$ cat config.mk
export PLATFORM = sky130hd
export DESIGN_NAME = escpos_command_stream_filter_flat
export DESIGN_NICKNAME = d
export VERILOG_FILES = /design/src/ecsf_pkg.sv /design/src/ecsf_in_if.sv /design/src/ecsf_out_if.sv /design/src/ecsf_in_stage.sv /design/src/ecsf_decode.sv /design/src/ecsf_out_stage.sv /design/src/escpos_command_stream_filter.sv /design/src/flat_wrapper.sv
export SDC_FILE = /design/constraint.sdc
export NUM_CORES = 1
export LEC_CHECK = 0
export BUFFER_PORTS_ARGS = -buffer_cell sky130_fd_sc_hd__buf_2
export CAP_MARGIN = 20
export CORE_UTILIZATION = 52
export CTS_CLUSTER_DIAMETER = 50
export DETAILED_ROUTE_END_ITERATION = 8
export PLACE_DENSITY = 0.76
export SYNTH_ARGS = -nofsm -noshare
export SYNTH_HDL_FRONTEND = slang
export SYNTH_SLANG_ARGS = --single-unit
$ cat constraint.sdc
create_clock -name clk_i -period 2.69 [get_ports clk_i]
set_clock_uncertainty 0.1 [all_clocks]
set_input_delay 0 -clock clk_i [delete_from_list [all_inputs] [get_ports clk_i]]
set_output_delay 0 -clock clk_i [all_outputs]
set_load 0.02 [all_outputs]
$ cat src/ecsf_pkg.sv
// Package for the ESC/POS command stream filter.
// Holds parser phases, token kinds, control byte codes and argument count tables.
// No dependencies.
package ecsf_pkg;

  // Control and prefix bytes
  localparam logic [7:0] ByteTab   = 8'h09;
  localparam logic [7:0] ByteLf    = 8'h0a;
  localparam logic [7:0] ByteFf    = 8'h0c;
  localparam logic [7:0] ByteCr    = 8'h0d;
  localparam logic [7:0] ByteDle   = 8'h10;
  localparam logic [7:0] ByteCan   = 8'h18;
  localparam logic [7:0] ByteEsc   = 8'h1b;
  localparam logic [7:0] ByteFs    = 8'h1c;
  localparam logic [7:0] ByteGs    = 8'h1d;
  localparam logic [7:0] ByteUline = 8'h2d;

  // Selector codes after GS V
  localparam logic [7:0] CutFull0    = 8'd0;
  localparam logic [7:0] CutPart0    = 8'd1;
  localparam logic [7:0] CutFull48   = 8'd48;
  localparam logic [7:0] CutPart49   = 8'd49;
  localparam logic [7:0] CutFeedFull = 8'd65;
  localparam logic [7:0] CutFeedPart = 8'd66;

  // Selector range after ESC c that takes one argument byte
  localparam logic [7:0] EscCSelLo = 8'h33;
  localparam logic [7:0] EscCSelHi = 8'h35;

  typedef enum logic [2:0] {
    PhIdle,
    PhDle,
    PhEsc,
    PhGs,
    PhEscC,
    PhGsV,
    PhSkip
  } phase_e;

  typedef enum logic [2:0] {
    TokChar,
    TokLine,
    TokTab,
    TokCut,
    TokUlOn,
    TokUlOff
  } tok_kind_e;

  typedef struct packed {
    logic [2:0] kind;
    logic [7:0] code;
  } tok_t;

  typedef struct packed {
    logic emit;
    tok_t tok;
  } dec_t;

  // Argument count of a sub-command; sel marks a selector byte that follows
  typedef struct packed {
    logic       sel;
    logic [1:0] cnt;
  } args_t;

  function automatic logic [1:0] dle_args(input logic [7:0] b);
    logic [1:0] n;
    n = 2'd0;
    case (b) inside
      8'h04, 8'h05: n = 2'd1;
      8'h14:        n = 2'd3;
      default:      n = 2'd0;
    endcase
    return n;
  endfunction

  function automatic args_t esc_args(input logic [7:0] b);
    args_t a;
    a = '0;
    case (b) inside
      8'h0c, 8'h20, 8'h21, 8'h25, 8'h2d, 8'h32, 8'h33, 8'h3d, 8'h3f, 8'h45,
      8'h47, 8'h4a, 8'h4c, 8'h4d, 8'h52, 8'h54, 8'h56, 8'h61, 8'h64, 8'h74,
      8'h7b:        a.cnt = 2'd1;
      8'h24, 8'h5c: a.cnt = 2'd2;
      8'h70:        a.cnt = 2'd3;
      8'h63:        a.sel = 1'b1;
      default:      a = '0;
    endcase
    return a;
  endfunction

  function automatic args_t gs_args(input logic [7:0] b);
    args_t a;
    a = '0;
    case (b) inside
      8'h21, 8'h2f, 8'h3a, 8'h42, 8'h45, 8'h48, 8'h49, 8'h54, 8'h61, 8'h62,
      8'h66, 8'h68, 8'h72, 8'h77:
        a.cnt = 2'd1;
      8'h24, 8'h4c, 8'h50, 8'h57, 8'h5c:
        a.cnt = 2'd2;
      8'h5e:   a.cnt = 2'd3;
      8'h56:   a.sel = 1'b1;
      default: a = '0;
    endcase
    return a;
  endfunction

endpackage

$ cat src/ecsf_in_if.sv
// Input word channel of the ESC/POS filter: one stream byte and its block-end flag.
// No dependencies.
interface ecsf_in_if;
  logic       valid;
  logic       ready;
  logic [7:0] data_byte;
  logic       last_of_block;

  modport source (output valid, output data_byte, output last_of_block, input ready);
  modport sink   (input valid, input data_byte, input last_of_block, output ready);
endinterface

$ cat src/ecsf_out_if.sv
// Output word channel of the ESC/POS filter: one display token.
// No dependencies.
interface ecsf_out_if;
  logic       valid;
  logic       ready;
  logic [2:0] token_kind;
  logic [7:0] char_code;

  modport source (output valid, output token_kind, output char_code, input ready);
  modport sink   (input valid, input token_kind, input char_code, output ready);
endinterface

$ cat src/ecsf_in_stage.sv
// Input register of the ESC/POS filter.
// Depends on ecsf_in_if.
module ecsf_in_stage (
  input  logic            clk_i,
  input  logic            rst_ni,
  ecsf_in_if.sink         in_i,
  input  logic            adv_i,
  output logic            valid_o,
  output logic [7:0]      byte_o,
  output logic            last_o
);

  logic       valid_q, valid_d;
  logic [7:0] byte_q;
  logic       last_q;
  logic       take;

  assign in_i.ready = !valid_q || adv_i;
  assign take       = in_i.valid && in_i.ready;

  always_comb begin
    valid_d = valid_q;
    if (take) begin
      valid_d = 1'b1;
    end else if (adv_i) begin
      valid_d = 1'b0;
    end
  end

  always_ff @(posedge clk_i or negedge rst_ni) begin
    if (!rst_ni) begin
      valid_q <= 1'b0;
    end else begin
      valid_q <= valid_d;
    end
  end

  always_ff @(posedge clk_i) begin
    if (take) begin
      byte_q <= in_i.data_byte;
      last_q <= in_i.last_of_block;
    end
  end

  assign valid_o = valid_q;
  assign byte_o  = byte_q;
  assign last_o  = last_q;

endmodule

$ cat src/ecsf_decode.sv
// Parser state and per-byte decode of the ESC/POS filter.
// Depends on ecsf_pkg.
module ecsf_decode import ecsf_pkg::*; (
  input  logic       clk_i,
  input  logic       rst_ni,
  input  logic [7:0] byte_i,
  input  logic       last_i,
  input  logic       adv_i,
  output dec_t       dec_o
);

  phase_e     phase_q, phase_d;
  logic [1:0] skip_q, skip_d;
  logic       ul_q, ul_d;
  logic       go;
  logic [1:0] go_n;
  args_t      a;

  always_comb begin
    phase_d       = phase_q;
    skip_d        = skip_q;
    ul_d          = ul_q;
    go            = 1'b0;
    go_n          = 2'd0;
    a             = '0;
    dec_o.emit    = 1'b0;
    dec_o.tok.kind = TokChar;
    dec_o.tok.code = 8'd0;

    unique case (phase_q)
      PhIdle: begin
        case (byte_i) inside
          ByteTab: begin
            dec_o.emit     = 1'b1;
            dec_o.tok.kind = TokTab;
          end
          ByteLf: begin
            dec_o.emit     = 1'b1;
            dec_o.tok.kind = TokLine;
          end
          ByteFf, ByteCr, ByteCan, ByteFs: ;
          ByteDle: phase_d = PhDle;
          ByteEsc: phase_d = PhEsc;
          ByteGs:  phase_d = PhGs;
          default: begin
            dec_o.emit     = 1'b1;
            dec_o.tok.code = byte_i;
          end
        endcase
      end
      PhDle: begin
        go   = 1'b1;
        go_n = dle_args(byte_i);
      end
      PhEsc: begin
        a = esc_args(byte_i);
        if (a.sel) begin
          phase_d = PhEscC;
        end else begin
          // underline toggles on the '-' byte whatever its argument
          if (byte_i == ByteUline) begin
            dec_o.emit     = 1'b1;
            dec_o.tok.kind = ul_q ? TokUlOff : TokUlOn;
            ul_d           = !ul_q;
          end
          go   = 1'b1;
          go_n = a.cnt;
        end
      end
      PhGs: begin
        a = gs_args(byte_i);
        if (a.sel) begin
          phase_d = PhGsV;
        end else begin
          go   = 1'b1;
          go_n = a.cnt;
        end
      end
      PhEscC: begin
        go   = 1'b1;
        go_n = (byte_i >= EscCSelLo && byte_i <= EscCSelHi) ? 2'd1 : 2'd0;
      end
      PhGsV: begin
        go = 1'b1;
        if (byte_i == CutFull0 || byte_i == CutPart0 ||
            byte_i == CutFull48 || byte_i == CutPart49) begin
          dec_o.emit     = 1'b1;
          dec_o.tok.kind = TokCut;
        end else if (byte_i == CutFeedFull || byte_i == CutFeedPart) begin
          dec_o.emit     = 1'b1;
          dec_o.tok.kind = TokCut;
          go_n           = 2'd1;
        end
      end
      PhSkip: begin
        if (skip_q <= 2'd1) begin
          go = 1'b1;
        end else begin
          skip_d = skip_q - 2'd1;
        end
      end
      default: go = 1'b1;
    endcase

    if (go) begin
      phase_d = (go_n == 2'd0) ? PhIdle : PhSkip;
      skip_d  = go_n;
    end

    // block end drops any unfinished command
    if (last_i) begin
      phase_d = PhIdle;
      skip_d  = 2'd0;
    end
  end

  always_ff @(posedge clk_i or negedge rst_ni) begin
    if (!rst_ni) begin
      phase_q <= PhIdle;
      skip_q  <= 2'd0;
      ul_q    <= 1'b0;
    end else if (adv_i) begin
      phase_q <= phase_d;
      skip_q  <= skip_d;
      ul_q    <= ul_d;
    end
  end

endmodule

$ cat src/ecsf_out_stage.sv
// Result register of the ESC/POS filter.
// Depends on ecsf_pkg and ecsf_out_if.
module ecsf_out_stage import ecsf_pkg::*; (
  input  logic        clk_i,
  input  logic        rst_ni,
  input  logic        load_i,
  input  tok_t        tok_i,
  output logic        free_o,
  ecsf_out_if.source  out_o
);

  logic valid_q, valid_d;
  tok_t tok_q;

  assign free_o = !valid_q || out_o.ready;

  always_comb begin
    valid_d = valid_q;
    if (load_i) begin
      valid_d = 1'b1;
    end else if (out_o.ready) begin
      valid_d = 1'b0;
    end
  end

  always_ff @(posedge clk_i or negedge rst_ni) begin
    if (!rst_ni) begin
      valid_q <= 1'b0;
    end else begin
      valid_q <= valid_d;
    end
  end

  always_ff @(posedge clk_i) begin
    if (load_i) begin
      tok_q <= tok_i;
    end
  end

  assign out_o.valid      = valid_q;
  assign out_o.token_kind = tok_q.kind;
  assign out_o.char_code  = tok_q.code;

endmodule

$ cat src/escpos_command_stream_filter.sv
// ESC/POS command stream filter: takes one printer byte per word and emits display tokens
// (character, line feed, tab, paper cut, underline on/off), swallowing DLE/ESC/GS commands
// and their argument bytes. The filter takes one byte per cycle while it is not held back; a byte
// is held in the input register, decoded, and its token is loaded into the result register when
// the byte advances. Only a byte that yields a token while the result register is full and
// not being taken holds back the input. The underline flag survives block ends; last_of_block
// returns the parser to idle.
// Depends on ecsf_pkg, ecsf_in_if, ecsf_out_if.
module escpos_command_stream_filter import ecsf_pkg::*; (
  input  logic        clk_i,
  input  logic        rst_ni,
  ecsf_in_if.sink     in_i,
  ecsf_out_if.source  out_o
);

  logic       s1_valid;
  logic [7:0] s1_byte;
  logic       s1_last;
  logic       adv;
  logic       out_free;
  dec_t       dec;

  // advance the held byte unless its token would land on a full result register that is not being taken
  assign adv = s1_valid && (!dec.emit || out_free);

  ecsf_in_stage u_in (
    .clk_i   (clk_i),
    .rst_ni  (rst_ni),
    .in_i    (in_i),
    .adv_i   (adv),
    .valid_o (s1_valid),
    .byte_o  (s1_byte),
    .last_o  (s1_last)
  );

  ecsf_decode u_dec (
    .clk_i  (clk_i),
    .rst_ni (rst_ni),
    .byte_i (s1_byte),
    .last_i (s1_last),
    .adv_i  (adv),
    .dec_o  (dec)
  );

  ecsf_out_stage u_out (
    .clk_i  (clk_i),
    .rst_ni (rst_ni),
    .load_i (adv && dec.emit),
    .tok_i  (dec.tok),
    .free_o (out_free),
    .out_o  (out_o)
  );

endmodule

$ cat src/flat_wrapper.sv
// flat-port wrapper written by rule: the top's interface ports become plain ports
module escpos_command_stream_filter_flat import ecsf_pkg::*;
  (clk_i, rst_ni, in_i_valid, in_i_data_byte, in_i_last_of_block, in_i_ready, out_o_valid, out_o_token_kind, out_o_char_code, out_o_ready);
  ecsf_in_if in_i_i ();
  ecsf_out_if out_o_i ();
  input  logic clk_i;
  input  logic rst_ni;
  input wire logic [$bits(in_i_i.valid)-1:0] in_i_valid;
  input wire logic [$bits(in_i_i.data_byte)-1:0] in_i_data_byte;
  input wire logic [$bits(in_i_i.last_of_block)-1:0] in_i_last_of_block;
  output wire logic [$bits(in_i_i.ready)-1:0] in_i_ready;
  output wire logic [$bits(out_o_i.valid)-1:0] out_o_valid;
  output wire logic [$bits(out_o_i.token_kind)-1:0] out_o_token_kind;
  output wire logic [$bits(out_o_i.char_code)-1:0] out_o_char_code;
  input wire logic [$bits(out_o_i.ready)-1:0] out_o_ready;
  assign in_i_i.valid = in_i_valid;
  assign in_i_i.data_byte = in_i_data_byte;
  assign in_i_i.last_of_block = in_i_last_of_block;
  assign in_i_ready = in_i_i.ready;
  assign out_o_valid = out_o_i.valid;
  assign out_o_token_kind = out_o_i.token_kind;
  assign out_o_char_code = out_o_i.char_code;
  assign out_o_i.ready = out_o_ready;
  escpos_command_stream_filter u_core (.clk_i(clk_i), .rst_ni(rst_ni), .in_i(in_i_i), .out_o(out_o_i));
endmodule
# Word level (Yosys, flattened, before mapping)
# Cells that the tools add are included.
# classes
n_addsub	1
n_lt_le_gt_ge	3
n_eq_ne	66
n_mux	62
bitwise_logic	2
n_reduce_logical	32
# ops
operator	count
$eq 8x7->1 const B	27
$eq 8x6->1 const B	13
$eq 8x5->1 const B	6
$mux 3	12
$eq 8x4->1 const B	4
$mux 1	28
$mux 2	14
$reduce_or 21->1	1
$ne 4x3->1 const B	5
$eq 8x3->1 const B	2
$mux 4	4
$reduce_or 14->1	1
$pmux 4 s3	1
$pmux 2 s5	1
$reduce_or 10->1	1
$eq 3x3->1 const B	3
$pmux 3 s3	1
$eq 8x1->1 const B	1
$ge 8x6->1 const B	1
$le 8x6->1 const B	1
$logic_not 8->1	1
$reduce_and 8->1	1
$logic_or 1x1->1	7
$eq 3x2->1 const B	2
other kinds (19)	28
# word_totals
ff_bits	28
input_bits	13
out_inout_bits	13
elab_cells	175

# Logic depth before layout (Yosys ltp)
# logic_depth
depth_word	14
depth_mapped	9
depth_no_buf	9

# Cells and area by module
# A second synthesis with hierarchy kept.
# unflattened
hier_cells	229
area_unflattened_um2	2118.3
# by_module_without_submodules
mod	n_inst	cells_per_inst	area_per_inst_um2	seq_area_each_um2
ecsf_decode	1	199	1397.6	150.1
ecsf_out_stage	1	14	377.9	355.3
ecsf_in_stage	1	13	324.1	295.3
escpos_command_stream_filter	1	3	18.8	0.0

# Worst setup path after synthesis
# OpenSTA, ideal clock, no wires.
# synth_timing
path_type	reg2reg
start	register u_core.u_in.byte_q[4], in the netlist u_core.u_in.byte_o[4]
end	register u_core.u_out.tok_q, in the netlist u_core.u_out.out_o.char_code[0], enable pin
setup_time_ns	0.378
arrival_ns	2.029
required_ns	2.212
setup_slack_ns	0.183
stages_incl_launch_ff	7
path_buffers	1
period_less_slack_ns	2.507
path_cell_list	edfxtp_1 -> buf_6 -> and2b_1 -> or4_1 -> a31oi_2 -> nor3_4 -> nor2_1
# synth_between
elab_chain_len	12
elab_cells_between_ends	66
classes_between	38 x eq/ne; 16 x mux; 12 x reduce/logical
# synth_lines
item	line	rtl
start: declaration	ecsf_in_stage.sv:14	logic [7:0] byte_q;
start signal: assignment	ecsf_in_stage.sv:40	byte_q <= in_i.data_byte;
$eq 8x7->1 / $eq 8x5->1 (equally long branches)	-	
$mux 1, on equally long branches (4 in a row)	ecsf_pkg.sv:79, ecsf_decode.sv:32	
$mux 1, on equally long branches	ecsf_decode.sv:30, ecsf_decode.sv:32	
$mux 4 / $mux 1 (equally long branches)	ecsf_decode.sv:57, ecsf_decode.sv:32	
$pmux 4 s3 (*)	ecsf_decode.sv:30	unique case (phase_q)
$logic_not 1->1	escpos_command_stream_filter.sv:24	assign adv = s1_valid && (!dec.emit || out_free);
$logic_or 1x1->1	escpos_command_stream_filter.sv:24	
$logic_and 1x1->1	escpos_command_stream_filter.sv:24	
$logic_and 1x1->1 (*)	escpos_command_stream_filter.sv:48	.load_i (adv && dec.emit),
named net u_core.u_out.load_i	ecsf_out_stage.sv:6	input logic load_i,
end signal: assignment	ecsf_out_stage.sv:36	tok_q <= tok_i;
end: declaration	ecsf_out_stage.sv:13	tok_t tok_q;
# Mark *: on every way through the listed nets, which the timed path passes. The rest lies on a longest branch. The select of a mux whose other input is x is not followed.
# A chain may end at the register's enable or synchronous reset.

# Final worst setup path
# layout_timing
start	register u_core.u_in.byte_q[6], in the netlist u_core.u_in.byte_o[6]
end	register u_core.u_dec.phase_q[1]
# layout_between
elab_chain_len	12
elab_cells_between_ends	126
classes_between	2 x order compare; 59 x eq/ne; 47 x mux; 18 x reduce/logical
# layout_lines
item	line	rtl
$eq 8x7->1, or another cell as far along	ecsf_decode.sv:56, ecsf_decode.sv:71	
$mux 1, on equally long branches (4 in a row)	ecsf_pkg.sv:94, ecsf_decode.sv:32, ecsf_pkg.sv:79	
$mux 1, on equally long branches	ecsf_decode.sv:30, ecsf_decode.sv:32	
$mux 2, or another cell as far along	ecsf_decode.sv:72	if (a.sel) begin
$pmux 2 s5 / $pmux 4 s3 (equally long branches)	ecsf_decode.sv:30	
$logic_not 2->1 / $logic_not 1->1 (equally long branches)	ecsf_decode.sv:106, escpos_command_stream_filter.sv:24	
$mux 3 / $logic_or 1x1->1 (equally long branches)	ecsf_decode.sv:106, escpos_command_stream_filter.sv:24	
$mux 3 / $logic_and 1x1->1 (equally long branches)	ecsf_decode.sv:105, escpos_command_stream_filter.sv:24	
$mux 3 / $reduce_and 8->1 (equally long branches)	-	
end signal: assignment	ecsf_decode.sv:119	phase_q <= PhIdle;
end signal: assignment	ecsf_decode.sv:123	phase_q <= phase_d;
end: declaration	ecsf_decode.sv:12	phase_e phase_q, phase_d;
# Parallel ways exist; a longest one is shown, timed or not. The select of a mux whose other input is x is not followed.

==> results.cfg <==
[power_and_ir_drop]
internal_power_w = 0.00116
p_clk_share_pct = 15.4
p_per_area_mw_per_mm2 = 743
ir_drop_v = 0.000392
switching_share_pct = 39.8
p_sw_w = 0.000766
p_total_w = 0.00192
seq_power_share_pct = 35.0
power_frac_comb_pct = 49.6
leakage_nw = 1.01

[floorplan]
die_x_um = 64.8
io_pins = 26
die_area_mm2 = 0.00419
die_y_um = 64.8
start_util_pct = 55.1
rows = 22
coreArea_mm2 = 0.00372

[timing]
slew_headroom_pct = 67.1
worst_pin_slew_ns = 0.490
holdWs_ns = 0.136
rsz0062_at_grt = false
post-route-period-util_pct = 95.9
final-hold-violation-count = 0
timing.fmax_ghz = 0.388
min_period_ns = 2.58
final.setup.tns_ns = 0
setup_violations = 0
slew_violations = 0

[layout]
final_util_pct = 69.7
ff_latch_area_um2 = 801
fillCellCount = 282
drive_gt1_share_pct = 26.9
area_growth_pct = 26.5
design_area_mm2 = 0.00259
antennaDiodeCount = 0
multi_input_area_mm2 = 0.00115
finalNetCount = 283

[synthesis]
ys.flop_type = edfxtp_1
synth_cells = 218
yosys.area_share.adder_pct = 0.611
ys_seq_area_share_pct = 39.1
ys_types = 67
syn_avg_cell_area_um2 = 9.40
synth_edf_count = 20
synth_seq_cells = 28
ys.warnings.count = 0
synthMuxAreaShare_pct = 1.59
synthSimpleGateAreaFrac_pct = 32.6
syn_area_mm2 = 0.00205
synth_nets = 232
synth_compound_area_share_pct = 20.3
synth_top_family_by_area = simple AND/OR/NAND/NOR gates
synth-xor-area-share_pct = 0.855
synth-async-reset-ratio_pct = 28.6

[drt]
num_vias = 1983
drt_pass1_iterations = 5
drt-initial-drc-count = 208
antenna_left = 0
wl_per_cell_um = 16.9
drc = 0
postRouteWirelength_um = 5340
vias_per_cell = 6.28

[global_routing]
grt_pass1_wl_um = 8560
grt-ovfl-total = 0
grt_usage_pct = 27.0
grt_max_degree = 25
grt_pass1_vias = 1813
antenna_found_initial = 0

[clock_network]
cts_tree = yes
cts_made_buffers = 3
clk_latency_ns = 0.28
root_buffer = clkbuf_8
clockBufferDepth = 2
htree_levels = 1
clkSinkCount = 28
path_clk_slew_ns = 0.10

[run_status]
status = completed

[placed_design]
dpl-instance-area_mm2 = 0.00238
portBuffers = 25
globalplace.congestion = 0.966
hpwl_um = 3810

[worst_setup_path]
crit_slowest_cell = or4bb_1
crit_required_ns = 2.76
slowest_delay_ns = 0.56
crit_family = compound AO/OA/AOI/OAI gates
worstPathArrival_ns = 2.65
cp-end-kind = flip-flop
crit_chain = buf_4 > or4bb_1 > o32ai_1 > a222oi_1 > nor4b_1 > o221ai_2 > a211oi_2 > o41ai_1
critPathKind = reg -> reg
worst-path-buf-inv = 1
critPathMaxFanout = 5
critPathLaunchType = flip-flop

[job]
maxCapViolations = 0

[min_path]
hp-class = in -> reg
worst paths after layout:
path                       cells past startpoint                        to  slack (ns)                  start
max reg2reg                                    8   u_core.u_dec.phase_q[1]        0.11  u_core.u_in.byte_o[6]
min                                            3  u_core.u_out.out_o.valid        0.14            out_o_ready
min reg2reg                                    1         u_core.u_dec.ul_q        0.39      u_core.u_dec.ul_q
max                                            8   u_core.u_dec.phase_q[1]        0.11  u_core.u_in.byte_o[6]
min in group asynchronous                      3  u_core.u_out.out_o.valid        0.61                 rst_ni
max in group asynchronous                      3   u_core.u_dec.phase_q[2]        1.61                 rst_ni
worst reg2reg max path: stages (launching register included):
cell	delay (ns)
edfxtp_1	0.49
buf_4	0.19
or4bb_1	0.57
o32ai_1	0.17
a222oi_1	0.17
nor4b_1	0.18
o221ai_2	0.22
a211oi_2	0.07
o41ai_1	0.33
registers in the layout (all words and copies together) (netlist names):
| name | count |
|---|---|
| u_core.u_out.out_o.valid | 1 |
| u_core.u_out.out_o.char_code | 8 |
| u_core.u_in.valid_o | 1 |
| u_core.u_dec.phase_q | 3 |
| u_core.u_dec.skip_q | 2 |
| u_core.u_dec.ul_q | 1 |
| u_core.u_in.byte_o | 8 |
| u_core.u_in.last_o | 1 |
| u_core.u_out.out_o.token_kind | 3 |
cell usage after synthesis (6+ instances only):
master,n,area [um^2]
buf_2,6,30.0
edfxtp_1,20,601
nand2b_1,8,50.1
nor2_1,19,71.3
nand3_1,9,45.0
clkbuf_1,9,33.8
dfrtp_1,8,200
nor2b_1,8,50.1
nand2_1,17,63.8
and2_1,10,62.6
a21oi_1,7,35.0
inv_1,7,26.3
repair_timing:
item | CTS | global route
endpoints found under the setup margin | 0 | 11
setup buffers | 0 | 2
hold buffers | 12 | 0
gates resized for setup | 0 | 2
endpoints found under the hold margin | 18 | 0
stage by stage:
stage | setup WS [ns] | cells
after floorplan | 0.183 | 218
after global placement | 0.153 | 298
after detailed placement | 0.129 | 298
after CTS | 0.122 | 314
after global routing | 0.00121 | 316
final | 0.110 | 316
cells in the final DEF, fill, tap and decap left out, types with 9 or more instances in the layout:
| master | n |
|---|---|
| edfxtp_1 | 20 |
| nand3_1 | 9 |
| nor2_1 | 19 |
| dlygate4sd3_1 | 12 |
| buf_2 | 25 |
| buf_4 | 21 |
| nand2_1 | 17 |
| and2_1 | 9 |
power groups by stage:
stage                     Clock [W]  Sequential [W]  Combinational, W
final                      0.000296        0.000674          0.000954
after global routing       0.000315        0.000683           0.00104
after CTS                  0.000300        0.000674          0.000941
after detailed placement          0        0.000683          0.000926
after global placement            0        0.000681          0.000921
after floorplan                   0        0.000762          0.000542
layer usage:
metal  GRT usage [%]  vias up  wire, um
met5               0        -         0
met4            9.17        0        99
met3            2.29       12       376
met2            45.2      114      2610
met1            36.4      916      2260
li1                -      941         -
area by class of cell:
type                            instances  share of cell area [%]
Timing Repair Buffer                   62                    18.6
Inverter                                7                    1.01
Multi-Input combinational cell        167                    44.6
Sequential cell                        28                    30.9
Tap cell                               48                    2.32
Clock buffer                            4                    2.56
cells by family (layout without fill, tap and decap cells):
logic type,after synthesis,after routing
buffers and inverters,23,73
flip-flops,28,28
AND/OR/NAND/NOR,111,111
AO/OA/AOI/OAI,50,50
XOR/XNOR,2,2
adder cells (fa/ha/maj),1,1
multiplexers,3,3
(Power assumes the default switching activity.)
